===== config.mk =====
export PLATFORM = sky130hd
export DESIGN_NAME = nexs_ram
export DESIGN_NICKNAME = d
export VERILOG_FILES = /design/src/rtl/nexs_ram.sv
export SDC_FILE = /design/constraint.sdc
export NUM_CORES = 1
export LEC_CHECK = 0
export BUFFER_PORTS_ARGS = -buffer_cell sky130_fd_sc_hd__buf_4
export CORE_MARGIN = 2
export CORE_UTILIZATION = 49
export CTS_BUF_LIST = sky130_fd_sc_hd__clkbuf_4 sky130_fd_sc_hd__clkbuf_8
export CTS_CLUSTER_SIZE = 12
export DETAILED_ROUTE_END_ITERATION = 16
export PLACE_DENSITY_LB_ADDON = 0.08
export SYNTH_ARGS = -nofsm -noshare
export SYNTH_HDL_FRONTEND = slang
export SYNTH_SLANG_ARGS = --single-unit

===== constraint.sdc =====
create_clock -name i_clk -period 2.3 [get_ports i_clk]
set_input_delay 0.115 -clock i_clk [delete_from_list [all_inputs] [get_ports i_clk]]
set_output_delay 0.115 -clock i_clk [all_outputs]
set_load 0.01 [all_outputs]

===== src/rtl/nexs_ram.sv =====
`timescale 1ns / 1ps

// Simple dual-port RAM: one write port, one read port with registered data
module nexs_ram #(
    parameter int WIDTH = 8,
    parameter int DEPTH = 16
) (
    input  logic                     i_clk,
    input  logic                     i_wr_en,
    input  logic [$clog2(DEPTH)-1:0] i_wr_addr,
    input  logic [WIDTH-1:0]         i_wr_data,
    input  logic [$clog2(DEPTH)-1:0] i_rd_addr,
    output logic [WIDTH-1:0]         o_rd_data
);

    logic [WIDTH-1:0] r_mem [DEPTH];
    logic [WIDTH-1:0] r_rd_data;

    always_ff @(posedge i_clk) begin
        if (i_wr_en) begin
            r_mem[i_wr_addr] <= i_wr_data;
        end
        r_rd_data <= r_mem[i_rd_addr];
    end

    assign o_rd_data = r_rd_data;

endmodule


### Word-level counts from Yosys, hierarchy flattened

Memories as Yosys holds them, arrays and structs flattened. A register that Yosys moved wholly into a read port is not among the register bits.
Cells that the tools add are included.

| storage, ports and cells | value |
|---|---|
| ROM bits | 0 |
| input port bits | 18 |
| word-level logic and storage cells | 3 |
| memories | 1 |
| memory bits (writable) | 128 |
| bits in registers | 0 |
| bits in latches | 0 |
| output and inout port bits | 8 |

| cells by class | value |
|---|---|
| equality and inequality tests | 0 |
| order comparisons | 0 |
| shifts and indexed selects | 0 |
| divide/modulo/power cells | 0 |
| multiplexer cells | 2 |
| bitwise logic cells | 0 |
| add/subtract/negate cells | 0 |
| multiply operators | 0 |
| reduce and logical (&&, ||, !) cells | 0 |

Memory list:

| name | depth | bits a word | read ports | clocked after memory_dff | wr ports | RTL line | source |
|---|---|---|---|---|---|---|---|
| r_mem | 16 | 8 | 1 | 1 | 1 | 16 | `logic [WIDTH-1:0] r_mem [DEPTH];` |

Operators with widths:

| kind | count |
|---|---|
| 1-bit 2-to-1 mux | 2 |

### Longest topological paths before layout

Gate-level depths: netlist (run 1).

| depth | value |
|---|---|
| depth after elaboration | 2 |
| depth in mapped cells | 5 |
| depth with buffers taken out | 3 |

### Worst setup path after synthesis (run 1)

Ideal clock, no wire load.

| path | value |
|---|---|
| kind | input to register |
| start point | input port i_wr_addr[2] |
| end point | memory r_mem[0][0] (enable) |
| required time | 1.917 ns |
| stages | 2 |
| path slack | 0.692 ns |
| library setup time | 0.383 ns |
| buffers on the path | 0 |
| arrival | 1.225 ns |
| cells stage by stage | or3b_2 -> nor3_1 |

RTL lines:

| item | RTL line | source |
|---|---|---|
| from (decl) | 10 | `input logic [$clog2(DEPTH)-1:0] i_wr_addr,` |
| to (decl) | 16 |  |

No word-level cell before the write port.

==> results of run 1 <==
-- timing repair --
item,4_1_cts,5_1_grt
endpoints found under the hold margin,128,0
setup endpoints to repair,0,0
gates resized for setup,0,0
setup buffers,0,0
hold buffers,8,0
-- metrics by stage --
step,cells,power (mW)
2_1_floorplan,229,2.98
3_3_place_gp,397,3.11
3_5_place_dp,397,3.11
4_1_cts,437,4.98
5_1_grt,437,5.13
6_report,437,4.93
-- cell type report --
| type | instances | area (um2) | area share [%] |
|---|---|---|---|
| clock inverters | 13 | 129 | 2.14 |
| clock buffers | 19 | 255 | 4.24 |
| multi-input cells | 83 | 1060 | 17.6 |
| well taps | 136 | 170 | 2.83 |
| repair buffers | 50 | 408 | 6.77 |
| flip-flops and latches | 136 | 4000 | 66.5 |
-- cell usage after synthesis --
cell / n / area share (%)
sky130_fd_sc_hd__a22oi_1: 16 / 2.3
sky130_fd_sc_hd__buf_2: 3 / 0.29
sky130_fd_sc_hd__nand2_1: 9 / 0.66
sky130_fd_sc_hd__and2b_1: 1 / 0.15
sky130_fd_sc_hd__and2_1: 1 / 0.12
sky130_fd_sc_hd__edfxtp_1: 128 / 75
sky130_fd_sc_hd__nand3_1: 1 / 0.097
sky130_fd_sc_hd__nor2b_1: 1 / 0.12
sky130_fd_sc_hd__mux4_2: 18 / 7.9
sky130_fd_sc_hd__nand2b_1: 2 / 0.24
sky130_fd_sc_hd__nor2_1: 13 / 0.95
sky130_fd_sc_hd__buf_4: 1 / 0.15
sky130_fd_sc_hd__buf_6: 3 / 0.66
sky130_fd_sc_hd__nor3_1: 4 / 0.39
sky130_fd_sc_hd__mux4_1: 14 / 7.1
sky130_fd_sc_hd__dfxtp_1: 8 / 3.1
sky130_fd_sc_hd__nand3b_1: 2 / 0.29
sky130_fd_sc_hd__or3b_2: 1 / 0.17
sky130_fd_sc_hd__clkdlybuf4s25_2: 3 / 0.58
-- flip-flops by register name (all words and copies together) (netlist names) --
signal,flops
r_mem,128
o_rd_data,8
-- per-layer routing --
layer | GRT usage (%) | vias to the layer above | wire [um]
met3 | 5.33 | 4 | 424
met5 | 0 | - | 0
met1 | 28.2 | 1246 | 4570
li1 | - | 1088 | -
met2 | 27.6 | 66 | 4480
met4 | 7.51 | 0 | 68
-- worst max-delay path, cell delays in order, from the launching register on --
cell and delay, ns:
sky130_fd_sc_hd__edfxtp_1 0.37, sky130_fd_sc_hd__mux4_1 0.53, sky130_fd_sc_hd__a22oi_1 0.24, sky130_fd_sc_hd__nand2_1 0.10
-- final timing paths --
kind | endpoint | slack [ns]
max | o_rd_data[1] | 0.95
min | r_mem[4][5] | 0.22
max reg2reg | o_rd_data[1] | 0.95
min reg2reg | o_rd_data[6] | 0.68
-- report_power, final --
part,total [mW],switching [mW],internal [mW]
registers,2.78,0.0160,2.77
clock network,1.86,0.869,0.994
logic,0.281,0.148,0.133
total,4.93,1.03,3.89
-- cell families (layout without fill, tap and decap cells) --
family | Yosys count | count (layout) | synth area share [%]
flops | 136 | 136 | 77.8
simple gates | 35 | 35 | 3.18
mux | 32 | 32 | 15.0
compound gates | 16 | 16 | 2.33
buf+inv | 10 | 82 | 1.68
==> flow_metrics.py, run 1 <==
metrics = {
    "global_routing": {
        "number_of_antenna_violations_at_the_first_check_in_global_routing": 0,
        "globalRouteOverflowTotal": 0,
        "wire_length_of_the_first_global_routing_pass_um": 14900,
        "grt_pass1_vias": 2519,
        "grt_start_max_net_pins": 33,
        "globalRouteTotalUtil_pct": 19.2,
    },
    "cts": {
        "clkSlewWorstSetupHoldPaths_ns": 0.08,
        "cts.root.buffer_cell": "sky130_fd_sc_hd__clkbuf_8",
        "tritoncts": "built",
        "clock-sinks": 136,
        "tritoncts.num_buffers": 17,
        "htree_num_levels": 4,
        "clock_tree.buffer_depth": 2,
        "latest_clock_arrival_within_the_worst_skew_pair_ns": 0.42,
    },
    "placed_design": {
        "place_area_um2": 5560,
        "gpl.final_weighted_congestion": 0.706,
        "dp_worst_setup_slack_ns": 0.605,
        "quantity_of_i_o_buffers_inserted_on_ports": 25,
        "place.detailed.hpwl_um": 5960,
    },
    "floorplan": {
        "core_um2": 10300,
        "die_area_um2": 11300,
        "die_h_um": 106,
        "floorplan.initialDensity_pct": 50.1,
        "io-pin-count": 26,
        "die_w_um": 106,
        "row_count": 37,
    },
    "layout": {
        "inserted_diodes": 0,
        "mostFrequentLayoutCell": "sky130_fd_sc_hd__edfxtp_1",
        "leading_cell_types_in_the_layout_fill_and_taps_excluded": "sky130_fd_sc_hd__edfxtp_1, sky130_fd_sc_hd__buf_4, sky130_fd_sc_hd__mux4_2, sky130_fd_sc_hd__clkbuf_8, sky130_fd_sc_hd__a22oi_1",
        "postLayoutCellArea_um2": 6020,
        "final_core_utilization_pct": 58.6,
        "flow.area_growth_from_synthesis_pct": 17.0,
        "finish.net_count": 306,
        "final.fill_count": 783,
        "fraction_of_final_layout_cells_with_drive_strength_greater_than_1_pct": 30.6,
    },
    "sta": {
        "finClkSkew_ns": 0.00749,
        "hold_violation_count_in_the_final_report": 0,
        "report.final.setup_viol": 0,
        "setup_tns_ns": 0,
        "maxClockFrequency_ghz": 0.739,
        "worst_slack_ns": 0.946,
        "post_layout_min_period_ns": 1.35,
        "timing.final.max_slew_violations": 0,
        "worst_hold_slack_ns": 0.222,
        "slew_headroom_pct": 49.9,
        "worst-slew-pin-transition_ns": 0.749,
        "crit_share_post_route_pct": 58.9,
        "grt_setup_unrepaired": "no",
    },
    "power": {
        "vdd_drop_max_mv": 0.401,
        "power_per_cell_area_nw_per_um2": 818,
        "leak_pwr_nw": 2.04,
    },
    "synth": {
        "yosysSeqAreaShare_pct": 77.8,
        "synth.net_count": 247,
        "syn_avg_cell_area_um2": 22.5,
        "yosysWarnings": 0,
        "synth_seq_cells": 136,
        "syn_inst": 229,
        "post_synthesis_instance_area_um2": 5150,
        "yosys.cell_types.count": 19,
    },
    "worst_hold_path": {
        "timing.hold.worst.start": "i_wr_addr[1]",
        "hold_path_depth": 3,
        "path_class_of_the_lowest_slack_min_delay_path": "in2reg",
    },
    "drt": {
        "routedWlPerCell_um": 21.9,
        "drt_iter0_markers": 155,
        "num_vias": 2404,
        "detail_route.wirelength_um": 9550,
        "detail-route-antenna-nets": 0,
        "firstDrtPassIters": 4,
        "remaining_drc_errors": 0,
        "via_per_inst": 5.50,
    },
    "critical_path": {
        "timing.rr.start": "r_mem[6][1]",
        "timing.reg2reg.worst_path_depth": 3,
        "cp_max_fo": 1,
        "critPathCaptureType": "flip-flop",
        "worst-setup-path-type": "reg2reg",
        "setup.worst_path.start_class": "flip-flop",
        "cp_arrival_ns": 1.66,
        "crit_path_start": "r_mem[6][1]",
        "worst_ep_required_time_ns": 2.61,
    },
    "flow_run": {
        "max_cap_viol_count": 0,
    },
    "outcome": {
        "status": "finished, final reports clean",
    },
}
Note: power is estimated with default switching activity, not from simulation.
==> run 2: changes to the inputs <==
- ABC_AREA: not set -> 1
- clock period: 2.3 -> 1.4 ns (I/O delays scaled with it)
==> run 2 against run 1 <==
Effect of this change: non-clock buffer count is 8 higher; first-iteration DRC count up 61%; count of clock-buffer cells in the layout is 1 higher; synthesized cell count increased by 140%; sequential share of layout area is 6.2 points lower; routed wire length rose by 37%; maximum frequency is 29% higher; critical path type unchanged; largest power group unchanged; highest routed layer unchanged.
==> flow_metrics.py, run 2 <==
metrics = {
    "outcome": {
        "status": "finished, final reports clean",
    },
    "critical_path": {
        "worstPathBufferInverterCount": 1,
        "worst_ep_required_time_ns": 1.73,
        "critical_path_cell_sequence": "inv_1 -> nand2_1 -> nand3_1 -> nand3_1 -> nand3_1 -> nand2_1",
        "worst-setup-path-type": "reg2reg",
        "setup.worst_path.start_class": "flip-flop",
        "library_cell_appearing_most_often_on_the_critical_path": "sky130_fd_sc_hd__nand3_1",
        "crit_slowest_cell": "sky130_fd_sc_hd__edfxtp_1",
        "crit_path_max_incr_delay_ns": 0.38,
        "critPathCaptureType": "flip-flop",
        "cp_max_fo": 1,
        "cp_arrival_ns": 1.38,
        "critPathTopFamily": "simple AND/OR/NAND/NOR gates",
    },
    "placed_design": {
        "place_area_um2": 6190,
        "dp_worst_setup_slack_ns": 0.180,
        "place.detailed.hpwl_um": 7940,
        "placed_cells": 720,
        "quantity_of_i_o_buffers_inserted_on_ports": 25,
        "gpl.final_weighted_congestion": 0.813,
    },
    "global_routing": {
        "number_of_antenna_violations_at_the_first_check_in_global_routing": 1,
        "globalRouteTotalUtil_pct": 22.0,
        "globalRouteOverflowTotal": 0,
        "grt_pass1_vias": 3697,
        "grt_start_max_net_pins": 65,
        "wire_length_of_the_first_global_routing_pass_um": 20400,
    },
    "drt": {
        "via_per_inst": 5.03,
        "num_vias": 3824,
        "firstDrtPassIters": 5,
        "drt_iter0_markers": 250,
        "detail_route.wirelength_um": 13100,
        "remaining_drc_errors": 0,
        "routedWlPerCell_um": 17.3,
        "detail-route-antenna-nets": 0,
    },
    "sta": {
        "post_layout_min_period_ns": 1.05,
        "worst_slack_ns": 0.351,
        "finClkSkew_ns": 0.0110,
        "slew_headroom_pct": 72.0,
        "crit_share_post_route_pct": 74.9,
        "hold_violation_count_in_the_final_report": 0,
        "maxClockFrequency_ghz": 0.953,
        "report.final.setup_viol": 0,
        "grt_setup_unrepaired": "no",
        "timing.final.max_slew_violations": 0,
        "worst-slew-pin-transition_ns": 0.420,
        "setup_tns_ns": 0,
        "worst_hold_slack_ns": 0.0313,
    },
    "layout": {
        "inserted_diodes": 0,
        "flow.area_growth_from_synthesis_pct": 15.1,
        "largest_register_ff_count": 128,
        "leading_cell_types_in_the_layout_fill_and_taps_excluded": "sky130_fd_sc_hd__nand2_1, sky130_fd_sc_hd__edfxtp_1, sky130_fd_sc_hd__inv_1",
        "postLayoutCellArea_um2": 6640,
        "fraction_of_final_layout_cells_with_drive_strength_greater_than_1_pct": 13.1,
        "mostFrequentLayoutCell": "sky130_fd_sc_hd__nand2_1",
        "final-instance-count-excl-fill": 760,
        "largest-register": "r_mem",
        "finish.net_count": 622,
        "final_core_utilization_pct": 57.9,
    },
    "synth": {
        "synthArstFlopShare_pct": 0,
        "synth_edf_count": 128,
        "count_leader_synth": "sky130_fd_sc_hd__nand2_1",
        "yosys.area.top_type_share_pct": 66.7,
        "syn_inst": 551,
        "synth_seq_cells": 136,
        "synth-main-ff-cell": "sky130_fd_sc_hd__edfxtp_1",
        "yosys.cell_types.count": 12,
        "syn_avg_cell_area_um2": 10.5,
        "post_synthesis_instance_area_um2": 5770,
        "yosysWarnings": 0,
        "synth.net_count": 569,
        "synth_top_cells_by_area": "sky130_fd_sc_hd__edfxtp_1, sky130_fd_sc_hd__nand2_1, sky130_fd_sc_hd__nand3_1",
        "synth_commonest_cells": "sky130_fd_sc_hd__nand2_1, sky130_fd_sc_hd__edfxtp_1, sky130_fd_sc_hd__inv_1, sky130_fd_sc_hd__nand3_1, sky130_fd_sc_hd__nor2_1",
        "yosysSeqAreaShare_pct": 69.4,
        "post-synth-top-area-cell": "sky130_fd_sc_hd__edfxtp_1",
    },
    "power": {
        "power.switching_mw": 1.83,
        "power.internal_mw": 6.37,
        "power.share.clock_pct": 36.5,
        "design_power_total_mw": 8.19,
        "fraction_of_power_consumed_by_sequential_logic_pct": 55.8,
        "leak_pwr_nw": 2.91,
        "switch_share_pct": 22.3,
        "power_per_cell_area_nw_per_um2": 1230,
        "comb_power_share_pct": 7.7,
        "vdd_drop_max_mv": 0.848,
    },
    "floorplan": {
        "row_count": 39,
        "die_area_um2": 12700,
        "core_um2": 11500,
        "die_h_um": 112,
        "floorplan.initialDensity_pct": 50.3,
        "io-pin-count": 26,
        "die_w_um": 112,
    },
    "cts": {
        "htree_num_levels": 4,
        "post-cts-setup-buffer-count": 0,
        "cts.root.buffer_cell": "sky130_fd_sc_hd__clkbuf_8",
        "latest_clock_arrival_within_the_worst_skew_pair_ns": 0.43,
        "tritoncts.num_buffers": 17,
        "clock_tree.buffer_depth": 2,
        "clock-sinks": 136,
        "clkSlewWorstSetupHoldPaths_ns": 0.08,
        "tritoncts": "built",
    },
    "flow_run": {
        "max_cap_viol_count": 0,
    },
    "worst_hold_path": {
        "path_class_of_the_lowest_slack_min_delay_path": "in2reg",
    },
}
==> run 2: cell types whose count changed after synthesis, sizes merged, moves of 2 or more <==
cell and delta:
nand2 +164, inv +102, nand3 +96, mux4 -32, buf +17, a22oi -16
nor2 +4, nor3 -4, clkdlybuf4s25 -3, nand2b -2
==> run 2: final timing paths <==
check	from	endpoint	depth (start not counted)	slack, ns
hold reg to reg	r_mem[12][2]	o_rd_data[2]	6	0.67
setup reg to reg	r_mem[0][3]	o_rd_data[3]	6	0.35
hold / removal	i_wr_data[0]	r_mem[15][0]	1	0.03
setup / recovery	r_mem[0][3]	o_rd_data[3]	6	0.35
==> run 2: cells by family after synthesis <==
family,after synthesis,synth area share (%)
AND/OR/NAND/NOR,289,21.0
buffers and inverters,126,9.52
flip-flops,136,69.4
==> run 2: repair_timing <==
action | CTS | global route
hold buffers | 8 | 0
endpoints found under the hold margin | 112 | 0
resized for setup | 0 | 0
==> run 2: cell type report <==
cell class	count	area [um2]
Clock buffer	20	256
Multi-Input combinational cell	289	1210
Fill cell	993	4830
Clock inverter	12	109
Timing Repair Buffer	58	493
Inverter	102	383
Sequential cell	136	4000
Tap cell	143	179
==> run 2: per-layer routing <==
layer  vias up  track usage (%)  wire [um]
met5         -                0          0
met2       131             33.3       6000
li1       1875                -          -
met1      1796             30.8       6000
met3        22             5.08        809
met4         0             9.51        302
==> run 2: power groups by stage <==
stage	logic [mW]	registers, mW	clock network, mW
final	0.630	4.57	2.99
after floorplan	0.321	4.67	0
after detailed placement	0.616	4.66	0
after CTS	0.635	4.57	3.06
after global placement	0.611	4.66	0
after global routing	0.698	4.58	3.22
==> run 3: changes to the inputs <==
- ABC_AREA: 1 -> 0
- clock period: 1.4 -> 1 ns (I/O delays scaled with it)
==> run 3 against run 2 <==
Effect of this change: the flow now finishes with violations (negative setup slack); non-clock buffer count up 23; routed wire length down 24%; largest power group unchanged; design area down 2.2%; critical path type unchanged; critical endpoint is now o_rd_data[1]; via count down 34%; clock skew down 0.0012 ns; count of clock-buffer cells in the layout up 4; highest routed layer unchanged.
==> flow_metrics.py, run 3 (same netlist as run 1, synthesis figures left out) <==
metrics = {
    "outcome": {
        "status": "finished with violations",
        "violations_in_the_final_reports": "negative setup slack",
    },
    "cts": {
        "htree_num_levels": 4,
        "cts.root.buffer_cell": "sky130_fd_sc_hd__clkbuf_8",
        "latest_clock_arrival_within_the_worst_skew_pair_ns": 0.43,
        "tritoncts": "built",
        "clkSlewWorstSetupHoldPaths_ns": 0.07,
        "post-cts-setup-buffer-count": 0,
        "clock-sinks": 136,
        "clock_tree.buffer_depth": 2,
        "tritoncts.num_buffers": 17,
    },
    "global_routing": {
        "globalRouteTotalUtil_pct": 19.6,
        "wire_length_of_the_first_global_routing_pass_um": 15400,
        "number_of_antenna_violations_at_the_first_check_in_global_routing": 0,
        "grt_pass1_vias": 2650,
        "grt_start_max_net_pins": 17,
        "globalRouteOverflowTotal": 0,
    },
    "power": {
        "vdd_drop_max_mv": 0.896,
        "power.internal_mw": 9.84,
        "power.switching_mw": 2.35,
        "fraction_of_power_consumed_by_sequential_logic_pct": 52.6,
        "leak_pwr_nw": 2.23,
        "power_per_cell_area_nw_per_um2": 1880,
        "switch_share_pct": 19.3,
        "power.share.clock_pct": 40.8,
        "comb_power_share_pct": 6.6,
        "design_power_total_mw": 12.2,
    },
    "critical_path": {
        "setup.worst_path.start_class": "flip-flop",
        "worst-setup-path-type": "reg2reg",
        "cp_max_fo": 1,
        "cp_arrival_ns": 1.61,
        "worst_ep_required_time_ns": 1.33,
        "critPathCaptureType": "flip-flop",
    },
    "layout": {
        "flow.area_growth_from_synthesis_pct": 26.1,
        "mostFrequentLayoutCell": "sky130_fd_sc_hd__edfxtp_1",
        "fraction_of_final_layout_cells_with_drive_strength_greater_than_1_pct": 47.9,
        "inserted_diodes": 0,
        "final.fill_count": 751,
        "largest-register": "r_mem",
        "final-instance-count-excl-fill": 468,
        "leading_cell_types_in_the_layout_fill_and_taps_excluded": "sky130_fd_sc_hd__edfxtp_1, sky130_fd_sc_hd__buf_4, sky130_fd_sc_hd__mux4_2",
        "finish.net_count": 337,
        "largest_register_ff_count": 128,
    },
    "sta": {
        "report.final.setup_viol": 8,
        "hold_violation_count_in_the_final_report": 0,
        "worst-slew-pin-transition_ns": 0.829,
        "finClkSkew_ns": 0.00973,
        "maxClockFrequency_ghz": 0.780,
        "worst_slack_ns": -0.283,
        "post_layout_min_period_ns": 1.28,
        "timing.final.max_slew_violations": 0,
        "crit_share_post_route_pct": 128,
        "grt_setup_unrepaired": "yes",
        "slew_headroom_pct": 44.6,
        "setup_tns_ns": -1.96,
    },
    "drt": {
        "firstDrtPassIters": 4,
        "detail-route-antenna-nets": 0,
        "via_per_inst": 5.42,
        "detail_route.wirelength_um": 9950,
        "routedWlPerCell_um": 21.3,
        "remaining_drc_errors": 0,
        "drt_iter0_markers": 174,
        "num_vias": 2535,
    },
    "placed_design": {
        "placed_cells": 428,
        "gpl.final_weighted_congestion": 0.736,
        "dp_worst_setup_slack_ns": -0.416,
        "quantity_of_i_o_buffers_inserted_on_ports": 25,
        "place.detailed.hpwl_um": 6790,
    },
    "floorplan": {
        "row_count": 37,
        "die_w_um": 106,
        "core_um2": 10300,
        "floorplan.initialDensity_pct": 50.1,
        "io-pin-count": 26,
        "die_area_um2": 11300,
        "die_h_um": 106,
    },
    "flow_run": {
        "max_cap_viol_count": 0,
    },
    "worst_hold_path": {
        "path_class_of_the_lowest_slack_min_delay_path": "in2reg",
    },
}
-- run 3: worst max-delay path, stage by stage, from the launching register on --
cell                       delay, ns
sky130_fd_sc_hd__edfxtp_1       0.38
sky130_fd_sc_hd__mux4_2         0.50
sky130_fd_sc_hd__a22oi_2        0.23
sky130_fd_sc_hd__nand2_1        0.07
-- run 3: what timing repair did --
action | CTS | global route
hold endpoints to repair | 128 | 0
hold buffers | 8 | 0
gates cloned | 0 | 0
setup endpoints to repair | 11 | 10
pin swaps | 4 | 2
gates resized for setup | 10 | 2
-- run 3: power groups by stage --
stage	Clock, mW	Sequential, mW	Combinational, mW
floorplan	0	6.54	0.358
global placement	0	6.54	0.757
detailed placement	0	6.54	0.765
CTS	5.06	6.42	0.813
global route	5.29	6.43	0.863
finish	4.97	6.42	0.802
-- run 3: per-layer routing --
layer	vias to the layer above	share of wire, %	GRT usage (%)
li1	1138	-	-
met4	0	1.0	7.24
met5	-	0	0
met3	11	5.4	5.21
met1	1306	45	27.6
met2	80	48	29.8
-- run 3: stage by stage --
stage               area, um2  util, %  hold WS (ns)
floorplan                5190        -         0.149
global placement         5930     57.7         0.363
detailed placement       5930     57.7         0.374
CTS                      6490     63.2         0.139
global route             6490     63.2         0.162
finish                   6490     63.2         0.173
-- run 3: path summary, 6_finish.rpt --
path	depth (start not counted)	from	slack, ns	endpoint
worst min-delay path	5	i_rd_addr[1]	0.17	o_rd_data[7]
worst min register to register	3	r_mem[15][1]	0.67	o_rd_data[1]
worst max-delay path	3	r_mem[3][1]	-0.28	o_rd_data[1]
worst max register to register	3	r_mem[3][1]	-0.28	o_rd_data[1]
-- run 3: layout make-up --
cell class / instances / area, um2 / area share (%)
sequential: 136 / 4010 / 61.7
multi-input combinational: 83 / 1110 / 17.1
timing repair buffer: 81 / 753 / 11.6
clock buffer: 24 / 312 / 4.80
tap: 136 / 170 / 2.62
clock inverter: 8 / 141 / 2.18
